## config.mk

```make
export PLATFORM = sky130hd
export DESIGN_NAME = polygon_area_centroid
export DESIGN_NICKNAME = d
export VERILOG_FILES = /design/src/pac_pkg.sv /design/src/polygon_area_centroid.sv /design/src/pac_ctrl.sv /design/src/pac_dp.sv
export SDC_FILE = /design/constraint.sdc
export NUM_CORES = 2
export LEC_CHECK = 0
export ABC_CLOCK_PERIOD_IN_PS = 21300
export BUFFER_PORTS_ARGS = -buffer_cell sky130_fd_sc_hd__buf_2
export CORE_UTILIZATION = 35
export CTS_CLUSTER_SIZE = 30
export DETAILED_ROUTE_END_ITERATION = 8
export SLEW_MARGIN = 20
export SYNTH_ARGS = -nofsm -noshare
export SYNTH_HDL_FRONTEND = slang
export SYNTH_HIERARCHICAL = 1
export SYNTH_SLANG_ARGS = --single-unit
```

## constraint.sdc

```tcl
create_clock -name i_clk -period 21.3 [get_ports i_clk]
set_input_delay 2.13 -clock i_clk [delete_from_list [all_inputs] [get_ports i_clk]]
set_output_delay 2.13 -clock i_clk [all_outputs]
set_load 0.05 [all_outputs]
```

## src/pac_pkg.sv

```systemverilog
// Shared types, widths and codes for the polygon area and centroid block.
package pac_pkg;

    // Widths fixed by the word fields
    localparam int CW      = 16;          // coordinate field
    localparam int AREA_W  = 40;          // area result
    localparam int MODE_W  = 2;           // dimension mode register
    localparam int STAT_W  = 2;           // status result
    localparam int DIFF_W  = CW + 1;      // coordinate difference
    localparam int SUM3_W  = CW + 2;      // sum of three coordinates
    localparam int ST_W    = 2 * DIFF_W + 1;  // doubled triangle area
    localparam int PROD_W  = SUM3_W + ST_W;   // multiplier product
    localparam int TA_W    = 48;          // doubled area accumulator
    localparam int SA_W    = 64;          // moment accumulators
    localparam int DEN_W   = TA_W + 2;    // 3 * |doubled area|
    localparam int NUM_W   = SA_W + 2;    // 2 * |moment| + 3 * |doubled area|

    localparam longint AREA_MAX = 64'sd549755813887;
    localparam longint AREA_MIN = -64'sd549755813888;

    localparam logic [MODE_W-1:0] MODE_SEG   = 2'd1;
    localparam logic [MODE_W-1:0] MODE_RESET = 2'd2;

    localparam logic [STAT_W-1:0] STATUS_OK    = 2'd0;
    localparam logic [STAT_W-1:0] STATUS_DEGEN = 2'd1;
    localparam logic [STAT_W-1:0] STATUS_OVF   = 2'd2;

    typedef enum logic [3:0] {
        OP_NONE,
        OP_ACCEPT,
        OP_MUL1,
        OP_MUL2,
        OP_ST,
        OP_MOMX,
        OP_MOMY,
        OP_ACCY,
        OP_TABS,
        OP_DEN,
        OP_NABS,
        OP_DINIT,
        OP_DSTEP,
        OP_DDONE,
        OP_LOAD
    } t_op;

    typedef struct packed {
        t_op  op;
        logic sel_y;    // division works on the y moment
    } t_cmd;

    typedef struct packed {
        logic fan_step;  // accepting now starts a triangle update
        logic last;      // word just taken closed the cell
        logic need_div;  // polygon result needs the centroid divisions
    } t_sts;

endpackage

```

## src/polygon_area_centroid.sv

```systemverilog
// Top level: signed area and centroid of one mesh cell from a vertex stream.
//
// Input channel (i_in_valid / o_in_ready) carries one vertex word per transfer:
// signed Q8.8 coordinates, with i_last_vertex set on the closing vertex of a cell.
// Output channel (o_out_valid / i_out_ready) carries one result word per cell:
// Q24.16 area (or segment length), Q8.8 centroid and a status code.
// i_cfg_we / i_cfg_wdata write the dimension mode: 1 for segment, else polygon.
// One vertex is in work at a time. From the third polygon vertex on, accepting
// a vertex also starts a triangle update on the shared multiplier. After the
// last vertex, a polygon cell needing a centroid runs the bit-serial divider
// once for x and once for y before its result word is loaded.
// The output register holds a finished word while the next cell streams in;
// if it is still occupied when the next result is ready, the block waits there.
// Synchronous reset empties the output, clears the cell and sets polygon mode.
module polygon_area_centroid #(
    parameter int MAX_VERTICES = 64,
    parameter int COORD_BITS   = 16
) (
    input  logic                              i_clk,
    input  logic                              i_rst_n,
    input  logic                              i_cfg_we,
    input  logic [pac_pkg::MODE_W-1:0]        i_cfg_wdata,
    input  logic                              i_in_valid,
    output logic                              o_in_ready,
    input  logic signed [pac_pkg::CW-1:0]     i_coord_x,
    input  logic signed [pac_pkg::CW-1:0]     i_coord_y,
    input  logic                              i_last_vertex,
    output logic                              o_out_valid,
    input  logic                              i_out_ready,
    output logic signed [pac_pkg::AREA_W-1:0] o_area,
    output logic signed [pac_pkg::CW-1:0]     o_centroid_x,
    output logic signed [pac_pkg::CW-1:0]     o_centroid_y,
    output logic [pac_pkg::STAT_W-1:0]        o_status
);

    pac_pkg::t_cmd cmd;
    pac_pkg::t_sts sts;

    pac_ctrl #(
        .COORD_BITS (COORD_BITS)
    ) u_ctrl (
        .i_clk       (i_clk),
        .i_rst_n     (i_rst_n),
        .i_in_valid  (i_in_valid),
        .o_in_ready  (o_in_ready),
        .i_out_ready (i_out_ready),
        .o_out_valid (o_out_valid),
        .o_cmd       (cmd),
        .i_sts       (sts)
    );

    pac_dp #(
        .MAX_VERTICES (MAX_VERTICES),
        .COORD_BITS   (COORD_BITS)
    ) u_dp (
        .i_clk         (i_clk),
        .i_rst_n       (i_rst_n),
        .i_cfg_we      (i_cfg_we),
        .i_cfg_wdata   (i_cfg_wdata),
        .i_coord_x     (i_coord_x),
        .i_coord_y     (i_coord_y),
        .i_last_vertex (i_last_vertex),
        .i_cmd         (cmd),
        .o_sts         (sts),
        .o_area        (o_area),
        .o_centroid_x  (o_centroid_x),
        .o_centroid_y  (o_centroid_y),
        .o_status      (o_status)
    );

endmodule

```

## src/pac_ctrl.sv

```systemverilog
// Sequencer for the polygon area and centroid block.
module pac_ctrl #(
    parameter int COORD_BITS = 16
) (
    input  logic          i_clk,
    input  logic          i_rst_n,
    input  logic          i_in_valid,
    output logic          o_in_ready,
    input  logic          i_out_ready,
    output logic          o_out_valid,
    output pac_pkg::t_cmd o_cmd,
    input  pac_pkg::t_sts i_sts
);

    localparam int STEP_W = $clog2(COORD_BITS + 1);
    localparam logic [STEP_W-1:0] STEP_LAST = STEP_W'(COORD_BITS);

    typedef enum logic [3:0] {
        S_IDLE,
        S_CHK,
        S_M1,
        S_M2,
        S_M3,
        S_M4,
        S_M5,
        S_M6,
        S_FIN,
        S_DEN,
        S_NABS,
        S_DINIT,
        S_DSTEP,
        S_DDONE,
        S_OUT
    } t_state;

    t_state              r_state, n_state;
    logic                r_sel_y, n_sel_y;
    logic [STEP_W-1:0]   r_step, n_step;
    logic                r_out_valid;
    logic                slot_free;

    assign slot_free   = !r_out_valid || i_out_ready;
    assign o_in_ready  = (r_state == S_IDLE);
    assign o_out_valid = r_out_valid;

    always_comb begin
        n_state      = r_state;
        n_sel_y      = r_sel_y;
        n_step       = r_step;
        o_cmd.op     = pac_pkg::OP_NONE;
        o_cmd.sel_y  = r_sel_y;
        unique case (r_state)
            S_IDLE: begin
                if (i_in_valid) begin
                    o_cmd.op = pac_pkg::OP_ACCEPT;
                    n_state  = i_sts.fan_step ? S_M1 : S_CHK;
                end
            end
            S_CHK: begin
                n_state = i_sts.last ? S_FIN : S_IDLE;
            end
            S_M1: begin
                o_cmd.op = pac_pkg::OP_MUL1;
                n_state  = S_M2;
            end
            S_M2: begin
                o_cmd.op = pac_pkg::OP_MUL2;
                n_state  = S_M3;
            end
            S_M3: begin
                o_cmd.op = pac_pkg::OP_ST;
                n_state  = S_M4;
            end
            S_M4: begin
                o_cmd.op = pac_pkg::OP_MOMX;
                n_state  = S_M5;
            end
            S_M5: begin
                o_cmd.op = pac_pkg::OP_MOMY;
                n_state  = S_M6;
            end
            S_M6: begin
                o_cmd.op = pac_pkg::OP_ACCY;
                n_state  = i_sts.last ? S_FIN : S_IDLE;
            end
            S_FIN: begin
                o_cmd.op = pac_pkg::OP_TABS;
                n_state  = i_sts.need_div ? S_DEN : S_OUT;
            end
            S_DEN: begin
                o_cmd.op = pac_pkg::OP_DEN;
                n_sel_y  = 1'b0;
                n_state  = S_NABS;
            end
            S_NABS: begin
                o_cmd.op = pac_pkg::OP_NABS;
                n_state  = S_DINIT;
            end
            S_DINIT: begin
                o_cmd.op = pac_pkg::OP_DINIT;
                n_step   = '0;
                n_state  = S_DSTEP;
            end
            S_DSTEP: begin
                o_cmd.op = pac_pkg::OP_DSTEP;
                n_step   = r_step + 1'b1;
                if (r_step == STEP_LAST) begin
                    n_state = S_DDONE;
                end
            end
            S_DDONE: begin
                o_cmd.op = pac_pkg::OP_DDONE;
                if (!r_sel_y) begin
                    n_sel_y = 1'b1;
                    n_state = S_NABS;
                end else begin
                    n_state = S_OUT;
                end
            end
            S_OUT: begin
                if (slot_free) begin
                    o_cmd.op = pac_pkg::OP_LOAD;
                    n_state  = S_IDLE;
                end
            end
            default: begin
                n_state = S_IDLE;
            end
        endcase
    end

    always_ff @(posedge i_clk) begin
        if (!i_rst_n) begin
            r_state     <= S_IDLE;
            r_sel_y     <= 1'b0;
            r_step      <= '0;
            r_out_valid <= 1'b0;
        end else begin
            r_state <= n_state;
            r_sel_y <= n_sel_y;
            r_step  <= n_step;
            if (o_cmd.op == pac_pkg::OP_LOAD) begin
                r_out_valid <= 1'b1;
            end else if (r_out_valid && i_out_ready) begin
                r_out_valid <= 1'b0;
            end
        end
    end

`ifndef SYNTHESIS
    a_one_at_a_time: assert property (@(posedge i_clk) disable iff (!i_rst_n)
        (i_in_valid && o_in_ready) |=> !o_in_ready)
        else $error("input taken while a word is still in work");

    a_load_shows: assert property (@(posedge i_clk) disable iff (!i_rst_n)
        (o_cmd.op == pac_pkg::OP_LOAD) |=> r_out_valid)
        else $error("result loaded but not offered");

    a_step_bound: assert property (@(posedge i_clk) disable iff (!i_rst_n)
        (r_state == S_DSTEP) |-> (r_step <= STEP_LAST))
        else $error("division step count overran");
`endif

endmodule

```

## src/pac_dp.sv

```systemverilog
// Datapath: vertex registers, shared multiplier, accumulators, divider, result word.
module pac_dp #(
    parameter int MAX_VERTICES = 64,
    parameter int COORD_BITS   = 16
) (
    input  logic                              i_clk,
    input  logic                              i_rst_n,
    input  logic                              i_cfg_we,
    input  logic [pac_pkg::MODE_W-1:0]        i_cfg_wdata,
    input  logic signed [pac_pkg::CW-1:0]     i_coord_x,
    input  logic signed [pac_pkg::CW-1:0]     i_coord_y,
    input  logic                              i_last_vertex,
    input  pac_pkg::t_cmd                     i_cmd,
    output pac_pkg::t_sts                     o_sts,
    output logic signed [pac_pkg::AREA_W-1:0] o_area,
    output logic signed [pac_pkg::CW-1:0]     o_centroid_x,
    output logic signed [pac_pkg::CW-1:0]     o_centroid_y,
    output logic [pac_pkg::STAT_W-1:0]        o_status
);

    localparam int CNT_W  = $clog2(MAX_VERTICES + 1);
    localparam int DEN2_W = pac_pkg::DEN_W + 1 + COORD_BITS;
    localparam int DIV_W  = (pac_pkg::NUM_W > DEN2_W) ? pac_pkg::NUM_W : DEN2_W;
    localparam logic [CNT_W-1:0] CNT_MAX = CNT_W'(MAX_VERTICES);
    localparam logic [CNT_W-1:0] CNT_TWO = CNT_W'(2);
    localparam logic [CNT_W-1:0] CNT_THREE = CNT_W'(3);
    localparam logic [COORD_BITS:0] QHALF = (COORD_BITS + 1)'(1) << (COORD_BITS - 1);

    // cell state
    logic [pac_pkg::MODE_W-1:0]        r_mode;
    logic [CNT_W-1:0]                  r_count;
    logic                              r_ovf;
    logic signed [pac_pkg::CW-1:0]     r_fx, r_fy, r_px, r_py;
    logic signed [pac_pkg::TA_W-1:0]   r_ta;
    logic signed [pac_pkg::SA_W-1:0]   r_sx, r_sy;

    // work registers
    logic signed [pac_pkg::CW-1:0]     r_vx, r_vy;
    logic                              r_last, r_seg;
    logic signed [pac_pkg::PROD_W-1:0] r_prod;
    logic signed [pac_pkg::ST_W-1:0]   r_p1, r_st;
    logic [pac_pkg::TA_W-1:0]          r_tabs;
    logic [pac_pkg::DEN_W-1:0]         r_dmag;
    logic [pac_pkg::SA_W-1:0]          r_nabs;
    logic                              r_nneg, r_neg;
    logic [DIV_W-1:0]                  r_rem, r_dv;
    logic [COORD_BITS:0]               r_q;
    logic signed [pac_pkg::CW-1:0]     r_cx_res, r_cy_res;

    logic signed [COORD_BITS-1:0]      x_low, y_low;
    logic signed [pac_pkg::CW-1:0]     x_in, y_in;
    logic                              seg_now;
    logic signed [pac_pkg::SUM3_W-1:0] mul_a;
    logic signed [pac_pkg::ST_W-1:0]   mul_b;
    logic signed [pac_pkg::PROD_W-1:0] mul_p;
    logic signed [pac_pkg::DIFF_W-1:0] dxp, dyp, dxc, dyc;
    logic signed [pac_pkg::SUM3_W-1:0] sx3, sy3;
    logic signed [pac_pkg::SA_W-1:0]   num;
    logic                              ge;
    logic                              q_sat;
    logic [COORD_BITS:0]               q_mag;
    logic signed [COORD_BITS:0]        q_res;
    logic signed [pac_pkg::TA_W-1:0]   ta_adj, ta_half, ta_clamp;
    logic signed [pac_pkg::DIFF_W-1:0] seg_d, seg_sum;
    logic [pac_pkg::DIFF_W-1:0]        seg_abs;
    logic                              ta_zero;
    logic [pac_pkg::AREA_W-1:0]        res_area;
    logic signed [pac_pkg::CW-1:0]     res_cx, res_cy;
    logic [pac_pkg::STAT_W-1:0]        res_status;

    assign x_low   = i_coord_x[COORD_BITS-1:0];
    assign y_low   = i_coord_y[COORD_BITS-1:0];
    assign x_in    = pac_pkg::CW'(x_low);
    assign y_in    = pac_pkg::CW'(y_low);
    assign seg_now = (r_mode == pac_pkg::MODE_SEG);
    assign ta_zero = (r_ta == '0);

    assign o_sts.fan_step = (r_count >= CNT_TWO) && (r_count < CNT_MAX) && !seg_now;
    assign o_sts.last     = r_last;
    assign o_sts.need_div = !r_ovf && !r_seg && (r_count >= CNT_THREE) && !ta_zero;

    // triangle fan terms: differences relative to the first vertex, and three-vertex sums
    assign dxp = pac_pkg::DIFF_W'(r_px) - pac_pkg::DIFF_W'(r_fx);
    assign dyp = pac_pkg::DIFF_W'(r_py) - pac_pkg::DIFF_W'(r_fy);
    assign dxc = pac_pkg::DIFF_W'(r_vx) - pac_pkg::DIFF_W'(r_fx);
    assign dyc = pac_pkg::DIFF_W'(r_vy) - pac_pkg::DIFF_W'(r_fy);
    assign sx3 = pac_pkg::SUM3_W'(r_fx) + pac_pkg::SUM3_W'(r_px) + pac_pkg::SUM3_W'(r_vx);
    assign sy3 = pac_pkg::SUM3_W'(r_fy) + pac_pkg::SUM3_W'(r_py) + pac_pkg::SUM3_W'(r_vy);

    // one shared multiplier
    always_comb begin
        mul_a = pac_pkg::SUM3_W'(dxp);
        mul_b = pac_pkg::ST_W'(dyc);
        case (i_cmd.op)
            pac_pkg::OP_MUL2: begin
                mul_a = pac_pkg::SUM3_W'(dxc);
                mul_b = pac_pkg::ST_W'(dyp);
            end
            pac_pkg::OP_MOMX: begin
                mul_a = sx3;
                mul_b = r_st;
            end
            pac_pkg::OP_MOMY: begin
                mul_a = sy3;
                mul_b = r_st;
            end
            default: ;
        endcase
    end
    assign mul_p = pac_pkg::PROD_W'(mul_a) * pac_pkg::PROD_W'(mul_b);

    assign num = i_cmd.sel_y ? r_sy : r_sx;
    assign ge  = (r_rem >= r_dv);

    // quotient saturates once it reaches half range: to max if positive, to min if negative
    assign q_sat = (r_q >= QHALF);
    assign q_mag = q_sat ? QHALF : r_q;
    assign q_res = r_neg ? -$signed(q_mag) : (q_sat ? $signed(QHALF - 1'b1) : $signed(q_mag));

    // area: doubled sum halved toward zero, then clamped
    assign ta_adj  = r_ta + $signed({{(pac_pkg::TA_W-1){1'b0}}, r_ta[pac_pkg::TA_W-1]});
    assign ta_half = ta_adj >>> 1;
    always_comb begin
        ta_clamp = ta_half;
        if (ta_half > pac_pkg::AREA_MAX) begin
            ta_clamp = pac_pkg::TA_W'(pac_pkg::AREA_MAX);
        end else if (ta_half < pac_pkg::AREA_MIN) begin
            ta_clamp = pac_pkg::TA_W'(pac_pkg::AREA_MIN);
        end
    end

    assign seg_d   = pac_pkg::DIFF_W'(r_px) - pac_pkg::DIFF_W'(r_fx);
    assign seg_abs = seg_d[pac_pkg::DIFF_W-1] ? pac_pkg::DIFF_W'(-seg_d) : pac_pkg::DIFF_W'(seg_d);
    assign seg_sum = pac_pkg::DIFF_W'(r_px) + pac_pkg::DIFF_W'(r_fx);

    always_comb begin
        res_area   = '0;
        res_cx     = '0;
        res_cy     = '0;
        res_status = pac_pkg::STATUS_OK;
        if (r_ovf) begin
            res_status = pac_pkg::STATUS_OVF;
        end else if (r_seg) begin
            if (r_count < CNT_TWO) begin
                res_status = pac_pkg::STATUS_DEGEN;
            end else begin
                res_area = pac_pkg::AREA_W'({seg_abs, 8'b0});
                if (seg_abs == '0) begin
                    res_status = pac_pkg::STATUS_DEGEN;
                end else begin
                    res_cx = pac_pkg::CW'(seg_sum >>> 1);
                end
            end
        end else begin
            res_area = ta_clamp[pac_pkg::AREA_W-1:0];
            if ((r_count < CNT_THREE) || ta_zero) begin
                res_status = pac_pkg::STATUS_DEGEN;
            end else begin
                res_cx = r_cx_res;
                res_cy = r_cy_res;
            end
        end
    end

    always_ff @(posedge i_clk) begin
        if (!i_rst_n) begin
            r_mode  <= pac_pkg::MODE_RESET;
            r_count <= '0;
            r_ovf   <= 1'b0;
            r_fx    <= '0;
            r_fy    <= '0;
            r_px    <= '0;
            r_py    <= '0;
            r_ta    <= '0;
            r_sx    <= '0;
            r_sy    <= '0;
        end else begin
            if (i_cfg_we) begin
                r_mode <= i_cfg_wdata;
            end
            unique case (i_cmd.op)
                pac_pkg::OP_ACCEPT: begin
                    if (r_count >= CNT_MAX) begin
                        r_ovf <= 1'b1;   // word dropped
                    end else begin
                        r_count <= r_count + 1'b1;
                        if (r_count == '0) begin
                            r_fx <= x_in;
                            r_fy <= y_in;
                        end else if (r_count == CNT_W'(1)) begin
                            r_px <= x_in;
                            r_py <= y_in;
                        end
                    end
                end
                pac_pkg::OP_MOMX: r_ta <= r_ta + pac_pkg::TA_W'(r_st);
                pac_pkg::OP_MOMY: r_sx <= r_sx + pac_pkg::SA_W'(r_prod);
                pac_pkg::OP_ACCY: begin
                    r_sy <= r_sy + pac_pkg::SA_W'(r_prod);
                    r_px <= r_vx;
                    r_py <= r_vy;
                end
                pac_pkg::OP_LOAD: begin
                    r_count <= '0;
                    r_ovf   <= 1'b0;
                    r_fx    <= '0;
                    r_fy    <= '0;
                    r_px    <= '0;
                    r_py    <= '0;
                    r_ta    <= '0;
                    r_sx    <= '0;
                    r_sy    <= '0;
                end
                default: ;
            endcase
        end
    end

    always_ff @(posedge i_clk) begin
        unique case (i_cmd.op)
            pac_pkg::OP_ACCEPT: begin
                r_vx   <= x_in;
                r_vy   <= y_in;
                r_last <= i_last_vertex;
                r_seg  <= seg_now;
            end
            pac_pkg::OP_MUL1: r_prod <= mul_p;
            pac_pkg::OP_MUL2: begin
                r_p1   <= pac_pkg::ST_W'(r_prod);
                r_prod <= mul_p;
            end
            pac_pkg::OP_ST:   r_st   <= r_p1 - pac_pkg::ST_W'(r_prod);
            pac_pkg::OP_MOMX: r_prod <= mul_p;
            pac_pkg::OP_MOMY: r_prod <= mul_p;
            pac_pkg::OP_TABS: begin
                r_tabs <= r_ta[pac_pkg::TA_W-1] ? pac_pkg::TA_W'(-r_ta) : pac_pkg::TA_W'(r_ta);
            end
            pac_pkg::OP_DEN: begin
                r_dmag <= pac_pkg::DEN_W'(r_tabs) + (pac_pkg::DEN_W'(r_tabs) << 1);
            end
            pac_pkg::OP_NABS: begin
                r_nneg <= num[pac_pkg::SA_W-1];
                r_nabs <= num[pac_pkg::SA_W-1] ? pac_pkg::SA_W'(-num) : pac_pkg::SA_W'(num);
            end
            pac_pkg::OP_DINIT: begin
                // round half away: (2|n| + |d|) / (2|d|), d = 3 * doubled area
                r_rem <= (DIV_W'(r_nabs) << 1) + DIV_W'(r_dmag);
                r_dv  <= DIV_W'(r_dmag) << (COORD_BITS + 1);
                r_q   <= '0;
                r_neg <= r_nneg ^ r_ta[pac_pkg::TA_W-1];
            end
            pac_pkg::OP_DSTEP: begin
                if (ge) begin
                    r_rem <= r_rem - r_dv;
                end
                r_q  <= {r_q[COORD_BITS-1:0], ge};
                r_dv <= r_dv >> 1;
            end
            pac_pkg::OP_DDONE: begin
                if (i_cmd.sel_y) begin
                    r_cy_res <= pac_pkg::CW'(q_res);
                end else begin
                    r_cx_res <= pac_pkg::CW'(q_res);
                end
            end
            pac_pkg::OP_LOAD: begin
                o_area       <= res_area;
                o_centroid_x <= res_cx;
                o_centroid_y <= res_cy;
                o_status     <= res_status;
            end
            default: ;
        endcase
    end

`ifndef SYNTHESIS
    a_count_bound: assert property (@(posedge i_clk) disable iff (!i_rst_n)
        r_count <= CNT_MAX)
        else $error("vertex count beyond the cell limit");

    a_cell_cleared: assert property (@(posedge i_clk) disable iff (!i_rst_n)
        (i_cmd.op == pac_pkg::OP_LOAD) |=> (r_count == '0 && !r_ovf && r_ta == '0))
        else $error("cell state not cleared after a result");
`endif

endmodule
```

==> results.rst <==
.. list-table::
   :header-rows: 1

   * - Metric
     - Value
   * - Run status
     - finished, final reports clean
   * - DR pass1 iterations
     - 7
   * - GRT Residual Overflow
     - 0
   * - Via count normalized by instance count
     - 5.46
   * - Die outline area
     - ~240000 sq um
   * - Ranking of synthesized cells by instance count
     - 1061 x sky130_fd_sc_hd__nand2_1, 1030 x sky130_fd_sc_hd__inv_1, 647 x sky130_fd_sc_hd__fa_1
   * - Count leader, synth
     - sky130_fd_sc_hd__nand2_1
   * - Area after DPL
     - around 86000 sq um
   * - Clock transition at the registers of the reported paths
     - around 60 ps
   * - Min-Delay Path Class
     - reg2reg
   * - Kind of capture point of the worst setup path
     - flip-flop
   * - Worst slew margin relative to its limit
     - 0.148
   * - Die height
     - 487 um
   * - Least-Margin Pin Slew
     - 1270 ps
   * - DP HPWL
     - 201 mm
   * - Share of synthesized registers carrying an async set or reset
     - 0
   * - Leading post-synthesis cells by cell area
     - sky130_fd_sc_hd__edfxtp_1 21%, sky130_fd_sc_hd__fa_1 16%, sky130_fd_sc_hd__ha_1 9.4%
   * - Top FF cell, synth
     - sky130_fd_sc_hd__edfxtp_1
   * - Final design instance area without fill
     - 89800 sq um
   * - DR DRC count
     - 0
   * - Number of sinks on the clock net
     - 839
   * - H-tree lvl count
     - 3
   * - Die Span X
     - 487 um
   * - Final critical path time including I/O delays and setup
     - between 10000 and 15000 ps
   * - Largest net degree at the start of global routing
     - 160
   * - Yosys synthesis warning count
     - 6
   * - Critical Path Source Type
     - input pin
   * - Ratio of cells with drive above 1 in the final layout
     - 0.0555
   * - Utilization after layout
     - 0.385
   * - Setup TNS
     - 0 ps
   * - Signed area change from the synthesized netlist to the final layout
     - 8.95%
   * - Uppermost metal layer occupied by signal nets
     - met5
   * - Length of routed met3 wiring
     - 18.0 mm
   * - Total of cells resized after clock tree synthesis
     - 0
   * - Total area of multi-input combinational cells
     - approximately 55000 sq um
   * - Syn_nets
     - between 10000 and 15000
   * - Via count of the first global-routing pass
     - 65100
   * - Post-placement worst setup slack
     - 7250 ps
   * - Global-route wire length before repair
     - approximately 390 mm
   * - # fillers
     - roughly 23000
   * - Aggregate global-route resource usage
     - 0.210
   * - Violation count after the first detailed-routing iteration
     - 5764
   * - Placement row count
     - 177
   * - Number of hold-slack violations in the final timing report
     - 0
   * - Max-cap violation count
     - 0
   * - Pins over their slew limit
     - 0
   * - Initial antenna violation count
     - 9
   * - Post CTS Setup Buffer Count
     - 0
   * - Post-DRT Antenna Nets
     - 0
   * - Flip-flop and latch count after synthesis
     - about 840
   * - # setup viols final
     - 0
   * - CTS tree
     - done
   * - Largest fanout on the critical path
     - 48
   * - Part of the Yosys area used for sequential elements
     - 0.274
   * - Final worst-path setup slack
     - between 7000 and 8000 ps
   * - Required @ worst endpoint
     - 21790 ps
   * - Input/output buffers
     - 115
   * - Area of all sequential standard cells
     - 22600 sq um
   * - Clock Tree Buf Depth
     - 3
   * - WL met1
     - approximately 120 mm
   * - CP Class
     - in2reg
   * - Clock latency reported for the late side of the worst-skew pair
     - 770 ps
   * - Wire length on met2
     - 114 mm
   * - Initial Utilization
     - 0.353
   * - RSZ-0062 raised after global routing
     - false
   * - Delay contributed by the slowest stage of the critical path
     - 840 ps
   * - Slowest stage cell, crit path
     - sky130_fd_sc_hd__a311oi_1
   * - Number of nets at the end of the flow
     - 10400
   * - Crit path top cell by count
     - sky130_fd_sc_hd__fa_1
   * - Maximum clock frequency
     - approximately 75 MHz
   * - Number of distinct library cells after synthesis
     - roughly 110
   * - Buffering stage count on the worst path with inverters included
     - 10
   * - Final routed wire length divided by cell count
     - ~21 um
   * - Routability congestion estimate
     - 0.929
   * - Area of the mapped netlist
     - 82400 sq um
   * - Floorplan core area
     - 233000 sq um
   * - Average footprint of a synthesized cell
     - 8.97 sq um
   * - Area leader, netlist
     - sky130_fd_sc_hd__edfxtp_1
   * - Worst clock skew on the final layout
     - 68.0 ps
   * - CTS Hold Buffers Added
     - 0
   * - Gate count of the mapped netlist
     - 9188
   * - Period Utilization, post-route
     - 0.627
   * - Number of clock buffers inserted by TritonCTS
     - around 100
   * - Overall via count from detail_route
     - 67200
   * - Cell type group with the largest total delay on the critical path
     - simple AND/OR/NAND/NOR gates
   * - Arrival time reported for the critical path endpoint
     - 13850 ps
   * - Detailed Route WL
     - 254 mm
   * - Area share of the largest cell type after synthesis
     - 0.211
   * - Number of synthesized flops with an enable pin
     - just under 600
   * - Number of ports placed on the die boundary
     - about 120
   * - Cell at the root of the clock tree
     - sky130_fd_sc_hd__clkbuf_16
cell usage in the layout (no fill, tap or decap), types with 136 or more instances in the layout:
| master | netlist | routed |
|---|---|---|
| sky130_fd_sc_hd__xnor2_1 | 393 | 391 |
| sky130_fd_sc_hd__nand3_1 | 234 | 232 |
| sky130_fd_sc_hd__a21oi_1 | 597 | 594 |
| sky130_fd_sc_hd__nor2b_1 | 232 | 231 |
| sky130_fd_sc_hd__nor3_1 | 143 | 136 |
| sky130_fd_sc_hd__a21o_1 | 339 | 339 |
| sky130_fd_sc_hd__o21ai_0 | 459 | 457 |
| sky130_fd_sc_hd__xor2_1 | 252 | 251 |
| sky130_fd_sc_hd__edfxtp_1 | 578 | 578 |
| sky130_fd_sc_hd__ha_1 | 622 | 622 |
| sky130_fd_sc_hd__fa_1 | 647 | 647 |
| sky130_fd_sc_hd__nand2_1 | 1061 | 1057 |
| sky130_fd_sc_hd__dfxtp_1 | 261 | 260 |
| sky130_fd_sc_hd__nor2_1 | 465 | 456 |
| sky130_fd_sc_hd__inv_1 | 1030 | 1027 |
worst min-delay path: stages, from the launching register on:
cell and delay [ps]:
sky130_fd_sc_hd__dfxtp_1 310, sky130_fd_sc_hd__nand2_1 50, sky130_fd_sc_hd__a21boi_0 60
per-stage QoR:
step | hold slack (ps) | std cells
floorplan | 433 | 9188
CTS | 473 | 12300
detailed placement | 464 | 12100
global placement | 457 | 12100
global route | 517 | 12300
finish | 471 | 12300
cell type report:
type | instances | share of cell area
antenna | 3 | 0.0000836
multi-input combinational | 6889 | 0.608
timing repair buffer | 210 | 0.0148
clock inverter | 61 | 0.00823
sequential | 839 | 0.251
tap | 3132 | 0.0436
inverter | 1031 | 0.0431
clock buffer | 134 | 0.0312
registers in the layout (all words and copies together), names as in the netlist, 48 cells and up:
name,flops
u_dp/r_dmag,50
u_dp/r_rem,67
u_dp/r_nabs,64
u_dp/r_ta,48
u_dp/r_sx,64
u_dp/r_dv,67
u_dp/r_prod,53
u_dp/r_sy,64
u_dp/r_tabs,48
cells by family (layout without fill, tap and decap cells):
| family | Yosys count | after routing | share of synthesized area |
|---|---|---|---|
| muxes | 74 | 74 | 0.00935 |
| xor gates and xnor gates | 645 | 645 | 0.0685 |
| other | 0 | 3 | 0 |
| and+or+nand+nor | 2692 | 2692 | 0.156 |
| adders and majority gates | 1269 | 1269 | 0.252 |
| DFF | 839 | 839 | 0.274 |
| buffers and inverters | 1460 | 1436 | 0.0677 |
| AOI/OAI and AO/OA | 2209 | 2209 | 0.173 |
path summary, 6_finish.rpt:
check	start	cells past startpoint	end	slack [ps]
worst max-delay path	i_out_ready	40	u_dp/r_prod[47]	7940
worst min-delay path	u_dp/r_fy[1]	2	u_dp/r_fy[1]	470
worst max register to register	u_ctrl/r_state[1]	37	u_dp/r_prod[47]	8980
worst min register to register	u_dp/r_fy[1]	2	u_dp/r_fy[1]	470
per-layer routing:
metal | GRT usage | up-vias
met2 | 0.331 | 2269
met4 | 0.0566 | 2
met1 | 0.297 | 33300
met3 | 0.0315 | 317
li1 | - | 31300
met5 | 0 | -
Power is not shown: default switching activity piles up to over one toggle a cycle in this logic, so the estimate is an artifact.
